[src/hw/rtl/b64d_pkg.sv]
// Shared types, constants and the symbol table for the Base64 stream decoder.
`timescale 1ns / 1ps
package b64d_pkg;

  localparam int unsigned TOTAL_WIDTH = 16;
  localparam int unsigned OUT_TOTAL_W = 16;
  localparam int unsigned QDEPTH      = 4;
  localparam int unsigned QPTR_W      = $clog2(QDEPTH);
  localparam int unsigned QCNT_W      = $clog2(QDEPTH + 1);

  localparam logic [TOTAL_WIDTH-1:0] TOTAL_MAX = {TOTAL_WIDTH{1'b1}};

  localparam logic [7:0] SYM_PAD   = 8'hFE;
  localparam logic [7:0] SYM_BAD   = 8'hFF;
  localparam logic [7:0] SYM_PLUS  = 8'd62;
  localparam logic [7:0] SYM_SLASH = 8'd63;

  typedef enum logic [1:0] {
    ST_OK  = 2'd0,
    ST_LEN = 2'd1,
    ST_BAD = 2'd2
  } status_e;

  // One queued job: up to three bytes, or a bare end-of-message status.
  typedef struct packed {
    logic [23:0]            word;
    logic [1:0]             nbytes;
    logic                   eom;
    status_e                status;
    logic [TOTAL_WIDTH-1:0] base;
  } entry_t;

  // Map a 7-bit character to its 6-bit value, the pad code or the illegal code.
  function automatic logic [7:0] sym_lookup(input logic [6:0] ch);
    logic [7:0] c;
    c = {1'b0, ch};
    unique case (ch) inside
      [7'h41:7'h5A]: sym_lookup = c - 8'd65;
      [7'h61:7'h7A]: sym_lookup = c - 8'd71;
      [7'h30:7'h39]: sym_lookup = c + 8'd4;
      7'h2B:         sym_lookup = SYM_PLUS;
      7'h2F:         sym_lookup = SYM_SLASH;
      7'h3D:         sym_lookup = SYM_PAD;
      default:       sym_lookup = SYM_BAD;
    endcase
  endfunction

endpackage

[src/hw/rtl/base64_stream_decoder.sv]
// Usage notes:
// Base64 stream decoder. Input channel (in_valid_i/in_ready_o) takes one
// character per beat with an end-of-message flag; output channel
// (out_valid_o/out_ready_i) gives one result per beat: a decoded byte, or on
// end of message with nothing to emit, a bare status beat (has_byte_o low).
// last_o and status_o mark the final beat of a message.
// Throughput: one character per cycle unless the queue is full. A completed
// quad yields up to three bytes, which the emitter sends at one per cycle
// while out_ready_i is high; a stream never owes more beats than characters
// taken, so a free-running receiver never slows the input.
// A beat caused by a character shows on the output at the earliest the cycle
// after the character is accepted; the second and third bytes of a quad
// follow as the receiver takes them.
// A four-entry queue sits between the character front end and the emitter.
// When the receiver stalls the queue fills and in_ready_o drops once it holds
// four pending jobs; the output beat holds until taken.
// Reset clears all message state and empties the queue.
`timescale 1ns / 1ps
module base64_stream_decoder (
  input  logic        clk_i,
  input  logic        rst_ni,
  input  logic        in_valid_i,
  output logic        in_ready_o,
  input  logic [7:0]  in_char_i,
  input  logic        end_of_message_i,
  output logic        out_valid_o,
  input  logic        out_ready_i,
  output logic [7:0]  out_byte_o,
  output logic        has_byte_o,
  output logic        last_o,
  output logic [1:0]  status_o,
  output logic [15:0] decoded_total_o
);
  import b64d_pkg::*;

  logic   accept;
  logic   push;
  logic   full;
  logic   pop;
  logic   q_valid;
  entry_t push_entry;
  entry_t head;

  assign in_ready_o = !full;
  assign accept     = in_valid_i && in_ready_o;

  b64d_front u_front (
    .clk_i            (clk_i),
    .rst_ni           (rst_ni),
    .accept_i         (accept),
    .in_char_i        (in_char_i),
    .end_of_message_i (end_of_message_i),
    .push_o           (push),
    .entry_o          (push_entry)
  );

  b64d_queue u_queue (
    .clk_i        (clk_i),
    .rst_ni       (rst_ni),
    .push_i       (push),
    .push_entry_i (push_entry),
    .full_o       (full),
    .pop_i        (pop),
    .valid_o      (q_valid),
    .head_o       (head)
  );

  b64d_back u_back (
    .clk_i           (clk_i),
    .rst_ni          (rst_ni),
    .valid_i         (q_valid),
    .head_i          (head),
    .pop_o           (pop),
    .out_valid_o     (out_valid_o),
    .out_ready_i     (out_ready_i),
    .out_byte_o      (out_byte_o),
    .has_byte_o      (has_byte_o),
    .last_o          (last_o),
    .status_o        (status_o),
    .decoded_total_o (decoded_total_o)
  );

`ifndef SYNTHESIS
  a_bare_is_last: assert property (@(posedge clk_i) disable iff (!rst_ni)
    out_valid_o && !has_byte_o |-> last_o)
    else $error("status beat without last");

  a_status_only_bare: assert property (@(posedge clk_i) disable iff (!rst_ni)
    out_valid_o && status_o != ST_OK |-> last_o && !has_byte_o)
    else $error("error status on a data beat");

  a_pop_on_accept: assert property (@(posedge clk_i) disable iff (!rst_ni)
    pop |-> out_valid_o && out_ready_i)
    else $error("queue popped without an output beat");

  a_total_grows: assert property (@(posedge clk_i) disable iff (!rst_ni)
    out_valid_o && out_ready_i && has_byte_o && !last_o ##1 out_valid_o && has_byte_o
    |-> decoded_total_o != 16'd0)
    else $error("byte total reset inside a message");
`endif

endmodule

[src/hw/rtl/b64d_front.sv]
// Front end: classifies characters, packs quads and builds queue entries.
`timescale 1ns / 1ps
module b64d_front (
  input  logic            clk_i,
  input  logic            rst_ni,
  input  logic            accept_i,
  input  logic [7:0]      in_char_i,
  input  logic            end_of_message_i,
  output logic            push_o,
  output b64d_pkg::entry_t entry_o
);
  import b64d_pkg::*;

  logic [23:0]            acc_q, acc_d;
  logic [1:0]             pos_q, pos_d;
  logic [2:0]             cnt_q, cnt_d;
  logic                   err_q, err_d;
  logic [TOTAL_WIDTH-1:0] total_q, total_d;

  logic [7:0]             sym;
  logic [23:0]            acc_a;
  logic [2:0]             cnt_a;
  logic                   err_a, err_b;
  logic [1:0]             nbytes;
  logic [1:0]             pos_n;
  logic [TOTAL_WIDTH:0]   sum;
  status_e                status;

  always_comb begin
    sym   = in_char_i[7] ? SYM_BAD : sym_lookup(in_char_i[6:0]);
    acc_a = acc_q;
    cnt_a = cnt_q;
    err_a = err_q;
    if (!err_q) begin
      if (sym == SYM_BAD) begin
        err_a = 1'b1;
      end else if (sym == SYM_PAD) begin
        acc_a = {acc_q[17:0], 6'b0};
      end else begin
        acc_a = {acc_q[17:0], sym[5:0]};
        cnt_a = cnt_q + 3'd1;
      end
    end

    err_b  = err_a;
    nbytes = 2'd0;
    if (pos_q == 2'd3 && !err_a) begin
      if (cnt_a < 3'd2) begin
        err_b = 1'b1;
      end else if (cnt_a > 3'd3) begin
        nbytes = 2'd3;
      end else begin
        nbytes = 2'(cnt_a - 3'd1);
      end
    end
    pos_n = pos_q + 2'd1;

    // Length check wins over a latched quad error.
    if (pos_n != 2'd0)  status = ST_LEN;
    else if (err_b)     status = ST_BAD;
    else                status = ST_OK;

    sum = {1'b0, total_q} + (TOTAL_WIDTH + 1)'(nbytes);

    push_o         = accept_i && (nbytes != 2'd0 || end_of_message_i);
    entry_o.word   = acc_a;
    entry_o.nbytes = nbytes;
    entry_o.eom    = end_of_message_i;
    entry_o.status = (nbytes == 2'd0) ? status : ST_OK;
    entry_o.base   = total_q;
  end

  always_comb begin
    acc_d   = acc_q;
    pos_d   = pos_q;
    cnt_d   = cnt_q;
    err_d   = err_q;
    total_d = total_q;
    if (accept_i) begin
      if (end_of_message_i) begin
        acc_d   = '0;
        pos_d   = '0;
        cnt_d   = '0;
        err_d   = 1'b0;
        total_d = '0;
      end else begin
        pos_d   = pos_n;
        err_d   = err_b;
        acc_d   = (pos_q == 2'd3) ? 24'd0 : acc_a;
        cnt_d   = (pos_q == 2'd3) ? 3'd0 : cnt_a;
        total_d = (sum > {1'b0, TOTAL_MAX}) ? TOTAL_MAX : sum[TOTAL_WIDTH-1:0];
      end
    end
  end

  always_ff @(posedge clk_i or negedge rst_ni) begin
    if (!rst_ni) begin
      acc_q   <= '0;
      pos_q   <= '0;
      cnt_q   <= '0;
      err_q   <= 1'b0;
      total_q <= '0;
    end else begin
      acc_q   <= acc_d;
      pos_q   <= pos_d;
      cnt_q   <= cnt_d;
      err_q   <= err_d;
      total_q <= total_d;
    end
  end

endmodule

[src/hw/rtl/b64d_queue.sv]
// Small entry queue between the front end and the byte emitter.
`timescale 1ns / 1ps
module b64d_queue (
  input  logic             clk_i,
  input  logic             rst_ni,
  input  logic             push_i,
  input  b64d_pkg::entry_t push_entry_i,
  output logic             full_o,
  input  logic             pop_i,
  output logic             valid_o,
  output b64d_pkg::entry_t head_o
);
  import b64d_pkg::*;

  entry_t            mem_q [QDEPTH];
  logic [QPTR_W-1:0] wr_q, wr_d, rd_q, rd_d;
  logic [QCNT_W-1:0] cnt_q, cnt_d;
  logic              do_pop;

  assign full_o  = (cnt_q == QCNT_W'(QDEPTH));
  assign valid_o = (cnt_q != '0);
  assign head_o  = mem_q[rd_q];
  assign do_pop  = pop_i && valid_o;

  always_comb begin
    wr_d  = push_i ? wr_q + QPTR_W'(1) : wr_q;
    rd_d  = do_pop ? rd_q + QPTR_W'(1) : rd_q;
    cnt_d = cnt_q;
    if (push_i && !do_pop)      cnt_d = cnt_q + QCNT_W'(1);
    else if (!push_i && do_pop) cnt_d = cnt_q - QCNT_W'(1);
  end

  always_ff @(posedge clk_i) begin
    if (push_i) begin
      mem_q[wr_q] <= push_entry_i;
    end
  end

  always_ff @(posedge clk_i or negedge rst_ni) begin
    if (!rst_ni) begin
      wr_q  <= '0;
      rd_q  <= '0;
      cnt_q <= '0;
    end else begin
      wr_q  <= wr_d;
      rd_q  <= rd_d;
      cnt_q <= cnt_d;
    end
  end

endmodule

[src/hw/rtl/b64d_back.sv]
// Back end: walks the head entry and emits one result beat per cycle while the receiver is ready.
`timescale 1ns / 1ps
module b64d_back (
  input  logic             clk_i,
  input  logic             rst_ni,
  input  logic             valid_i,
  input  b64d_pkg::entry_t head_i,
  output logic             pop_o,
  output logic             out_valid_o,
  input  logic             out_ready_i,
  output logic [7:0]       out_byte_o,
  output logic             has_byte_o,
  output logic             last_o,
  output logic [1:0]       status_o,
  output logic [15:0]      decoded_total_o
);
  import b64d_pkg::*;

  logic [1:0]             idx_q, idx_d;
  logic [1:0]             nres;
  logic                   final_beat;
  logic                   fire;
  logic [TOTAL_WIDTH:0]   tsum;
  logic [TOTAL_WIDTH-1:0] total;
  logic [4:0]             shift;

  always_comb begin
    nres       = (head_i.nbytes == 2'd0) ? 2'd1 : head_i.nbytes;
    final_beat = (idx_q == nres - 2'd1);
    fire       = valid_i && out_ready_i;
    pop_o      = fire && final_beat;
    idx_d      = idx_q;
    if (fire) idx_d = final_beat ? 2'd0 : idx_q + 2'd1;

    shift = 5'd16 - {idx_q, 3'b000};
    tsum  = {1'b0, head_i.base} + (TOTAL_WIDTH + 1)'(idx_q) + (TOTAL_WIDTH + 1)'(1);
    if (head_i.nbytes == 2'd0)        total = head_i.base;
    else if (tsum > {1'b0, TOTAL_MAX}) total = TOTAL_MAX;
    else                              total = tsum[TOTAL_WIDTH-1:0];

    out_valid_o     = valid_i;
    has_byte_o      = (head_i.nbytes != 2'd0);
    out_byte_o      = has_byte_o ? 8'(head_i.word >> shift) : 8'd0;
    last_o          = head_i.eom && final_beat;
    status_o        = last_o ? head_i.status : ST_OK;
    decoded_total_o = OUT_TOTAL_W'(total);
  end

  always_ff @(posedge clk_i or negedge rst_ni) begin
    if (!rst_ni) begin
      idx_q <= '0;
    end else begin
      idx_q <= idx_d;
    end
  end

endmodule
[config.mk]
export PLATFORM = sky130hd
export DESIGN_NAME = base64_stream_decoder
export DESIGN_NICKNAME = d
export VERILOG_FILES = /design/src/hw/rtl/b64d_pkg.sv /design/src/hw/rtl/base64_stream_decoder.sv /design/src/hw/rtl/b64d_front.sv /design/src/hw/rtl/b64d_queue.sv /design/src/hw/rtl/b64d_back.sv
export SDC_FILE = /design/constraint.sdc
export NUM_CORES = 1
export LEC_CHECK = 0
export CAP_MARGIN = 10
export CORE_ASPECT_RATIO = 1.1
export CORE_MARGIN = 2
export CORE_UTILIZATION = 45
export CTS_BUF_LIST = sky130_fd_sc_hd__clkbuf_4
export DETAILED_ROUTE_END_ITERATION = 10
export DONT_BUFFER_PORTS = 1
export GPL_TIMING_DRIVEN = 0
export SETUP_SLACK_MARGIN = 0.4
export SYNTH_ARGS = -nofsm -noshare
export SYNTH_HDL_FRONTEND = slang
export SYNTH_SLANG_ARGS = --single-unit
[constraint.sdc]
create_clock -name clk_i -period 10.35 [get_ports clk_i]
set_input_delay 0 -clock clk_i [delete_from_list [all_inputs] [get_ports clk_i]]
set_output_delay 0 -clock clk_i [all_outputs]
set_load 0.005 [all_outputs]
==> run summary <==
• **routed wirelength normalized by instance count** 21.01 µm
• **transition time of the tightest slew-check pin** 0.9518 ns
• **cells along the critical path** dlygate4sd3_1, inv_1, ha_1, a21boi_2, a21oi_1, a311o_1, a22o_1, a211o_1, and2_4, buf_4, nor3_1, a311oi_1, ha_1, fa_1, nand2_1, nor3_1, and4_1, nand2_1, clkbuf_1, a31oi_1, o22a_1
• **critical path capture point type** flip-flop
• **Buffers & Inverters on Critical Path** 4
• **CP startpoint kind** primary input
• **final cycle utilization of the critical path** 0.5143
• **hold slack final** 0.06593 ns
• **max-capacitance violation count** 0
• **number of H-tree branching levels** 2
• **Setup-failing EPs final** 0
• **antenna violations before repair** 1
• **required time at the worst-slack endpoint** 10.91 ns
• **number of nets in the layout** 858
• **router iterations before antenna repair** 7
• **buffer count from post-CTS setup fixing** 0
• **number of global-route vias before repair** 7098
• **wire length of the first global-routing pass** 39010 µm
• **minimum clock period after layout** 5.323 ns
• **CTS tree** built
• **critical path start-end classification** in2reg
• **die width** 152.4 µm
• **total of flip-flops plus latches after synthesis** 235
• **final routed DRC violation total** 0
• **clk slew on worst S/H paths** 0.07 ns
• **outcome** completed
• **average cell area after synthesis** 14.55 µm²
• **core area** 23700 µm²
• **critical path's slowest cell** dlygate4sd3_1
• **wire length reported by the detailed router** 24640 µm
• **source-to-sink clock delay at the later pin of the worst-skew pair** 0.67 ns
• **maximum number of pins on one net before global-route repair** 56
• **buffer levels on the longest clock path** 3
• **via density per instance** 5.766
• **I/O pins** 43
• **grt ovf** 0
• **sequential area share after synthesis** 0.6223
• **part of the total power dissipated in combinational logic** 0.326
• **total internal power** 0.001875 W
• **FFs w/ async S/R, synth** 0.2340
• **net count of the mapped netlist** 785
• **number of hold-repair buffers added at the cts stage** 12
• **Area growth, synth to finish** 12.13%
• **Hold Fails Final Rpt** 0
• **Highest Clock Rate** 187.9 MHz
• **setup skew after layout** 0.04891 ns
• **switching share of power** 0.3372
• **crit-path max cell delay** 0.61 ns
• **commonest register cell after synthesis** edfxtp_1
• **clock buffer count from CTS** 55
• **Detailed Route Iter0 Violations** 570
• **worst slack, placed** 5.111 ns
• **number of port buffers** 0
• **static leakage** 4.540 nW
• **synthesized netlist cell count** 749
• **die extent in y** 167.2 µm
• **yosys synthesis warning count** 0
• **Worst Slack Setup Final** 5.027 ns
• **aggregate global-route resource usage** 0.1946
• **Via Count** 6763
• **routability-driven placement congestion ratio** 0.8489
• **clock network power share** 0.252
• **dpl hpwl** 16540 µm
• **residual antenna-violating net count after detailed routing** 0
• **maximum ir drop on the vdd rail** 0.00007028 V
• **Max Fanout on Critical Path** 10
• **clk root buf** clkbuf_4
• **RSZ-0062 raised after global routing** no
• **post_cts resized** 0
• **final-report max-slew violation count** 0
• **max-slew headroom at the worst pin** 0.3655
• **Power per Cell Area** 231.6 nW/µm²
• **Flop pwr share** 0.423
• **# clock sinks** 235
• **top cell family by delay on the critical path** compound AO/OA/AOI/OAI gates
• **number of unique standard cell types used by synthesis** 72
• **type of the most critical hold path** in2reg
• **net switching component of the power** 0.0009541 W
• **WP data arrival** 5.88 ns
• **die outline area** 25480 µm²
• **layout cells sized above 1** 0.2364
• **standard-cell row count** 59
• **synthesized cell area** 10900 µm²
• **EDFF count, synth** 180
• **effective utilization at floorplan** 0.4598
• **total negative setup slack** 0 ns
## sequential cells by signal (all words and copies together) (netlist names)
signal	cells
u_front.total_q	16
u_queue.cnt_q	3
u_back.idx_q	2
u_front.acc_q	24
u_queue.rd_q	2
u_queue.wr_q	2
u_front.err_q	1
u_front.pos_q	2
u_front.cnt_q	3
u_queue.mem_q	180
## Yosys cell counts (all sizes together), types with 3 or more instances
| library cell | n | area share |
|---|---|---|
| o31ai | 7 | 0.0065 |
| a21o | 5 | 0.0034 |
| a41oi | 3 | 0.0031 |
| nand3 | 16 | 0.0078 |
| nor2b | 4 | 0.0023 |
| nand2 | 64 | 0.022 |
| a22oi | 3 | 0.0021 |
| a21oi | 56 | 0.028 |
| o22a | 6 | 0.0048 |
| mux4 | 45 | 0.093 |
| nand2b | 3 | 0.0017 |
| clkbuf | 16 | 0.0055 |
| ha | 20 | 0.023 |
| mux2 | 22 | 0.026 |
| xnor2 | 7 | 0.0056 |
| a31oi | 9 | 0.0052 |
| or3 | 4 | 0.0028 |
| xor2 | 10 | 0.0080 |
| nor2 | 52 | 0.018 |
| a211oi | 5 | 0.0046 |
| a22o | 25 | 0.020 |
| o311ai | 3 | 0.0040 |
| o21ai | 19 | 0.0091 |
| inv | 19 | 0.0065 |
| or2 | 6 | 0.0034 |
| dfrtp | 55 | 0.13 |
| nor3 | 11 | 0.0051 |
| edfxtp | 180 | 0.50 |
| and3 | 7 | 0.0040 |
| a211o | 3 | 0.0024 |
| and2 | 10 | 0.0060 |
| o21a | 3 | 0.0021 |
| fa | 3 | 0.0055 |
| buf | 19 | 0.011 |
| o211ai | 3 | 0.0021 |
## tightest hold or removal path, delay by kind of cell
| family | cells | cell delay (ns) |
|---|---|---|
| compound gates | 3 | 0.40 |
| buf+inv | 1 | 0.18 |
| simple gates | 1 | 0.09 |
## stage by stage
stage	total power [W]	instances	utilization	instance area (µm²)
after global placement	0.002111	1054	0.4759	11280
after floorplan	0.001873	749	-	10900
final	0.002830	1173	0.5156	12220
after global routing	0.002994	1173	0.5156	12220
after CTS	0.002870	1172	0.5155	12220
after detailed placement	0.002142	1058	0.4795	11360
## power groups by stage
stage | Sequential, W | Combinational, W | Clock (W)
after detailed placement | 0.00122 | 0.000925 | 0
after global routing | 0.00121 | 0.00101 | 0.000777
final | 0.00120 | 0.000921 | 0.000712
after global placement | 0.00121 | 0.000897 | 0
after CTS | 0.00120 | 0.000940 | 0.000733
after floorplan | 0.00120 | 0.000672 | 0
## cells by family after synthesis
logic type | share of synthesized area
AO/OA/AOI/OAI | 0.1103
XOR/XNOR | 0.01366
adder cells (fa/ha/maj) | 0.02848
buffers and inverters | 0.02342
flip-flops | 0.6223
multiplexers | 0.1201
AND/OR/NAND/NOR | 0.08164
## cell usage in the layout, fill, tap and decap left out, drive strengths merged, types with 4 or more instances in the layout
| cell | synthesis | routed |
|---|---|---|
| nand3 | 16 | 16 |
| o22a | 6 | 6 |
| xor2 | 10 | 10 |
| o21ai | 19 | 19 |
| mux2 | 22 | 22 |
| dfrtp | 55 | 55 |
| inv | 19 | 20 |
| and3 | 7 | 7 |
| nor3 | 11 | 11 |
| a31oi | 9 | 9 |
| a211oi | 5 | 5 |
| nand2 | 64 | 64 |
| a22o | 25 | 25 |
| or3 | 4 | 4 |
| nor2b | 4 | 4 |
| o31ai | 7 | 7 |
| buf | 19 | 25 |
| xnor2 | 7 | 7 |
| and2 | 10 | 10 |
| nor2 | 52 | 52 |
| a21o | 5 | 5 |
| a21oi | 56 | 56 |
| mux4 | 45 | 45 |
| edfxtp | 180 | 180 |
| clkbuf | 16 | 96 |
| ha | 20 | 20 |
| clkinv | 0 | 19 |
| dlygate4sd3 | 0 | 10 |
| or2 | 6 | 6 |
## per-layer routing
metal  track usage  routed length [µm]
met4       0.05689                 390
met3       0.03313                1176
met2        0.3451               12600
met5             0                   0
met1        0.2469               10470
## area by class of cell
cell class	instances	area (µm²)
fill	1995	11480
multi-input combinational	460	3865
timing repair buffer	16	235.2
tap	305	381.6
sequential	235	6782
clock inverter	22	96.34
antenna	1	2.502
buffer	35	183.9
clock buffer	80	600.6
inverter	19	71.32
## path summary, 6_finish.rpt
path                                  start                   to  slack, ns  depth (start not counted)
setup / recovery               in_char_i[1]   u_front.total_q[5]       5.03                         21
hold / removal                 in_char_i[0]     u_front.acc_q[5]       0.07                          5
setup reg to reg           u_front.cnt_q[0]   u_front.total_q[5]       5.57                         17
hold reg to reg            u_queue.cnt_q[2]     u_queue.cnt_q[2]       0.49                          1
max in group asynchronous            rst_ni     u_front.acc_q[0]       9.57                          4
min in group asynchronous            rst_ni  u_front.total_q[10]       0.48                          4
Power figures use the tool's default switching activity.
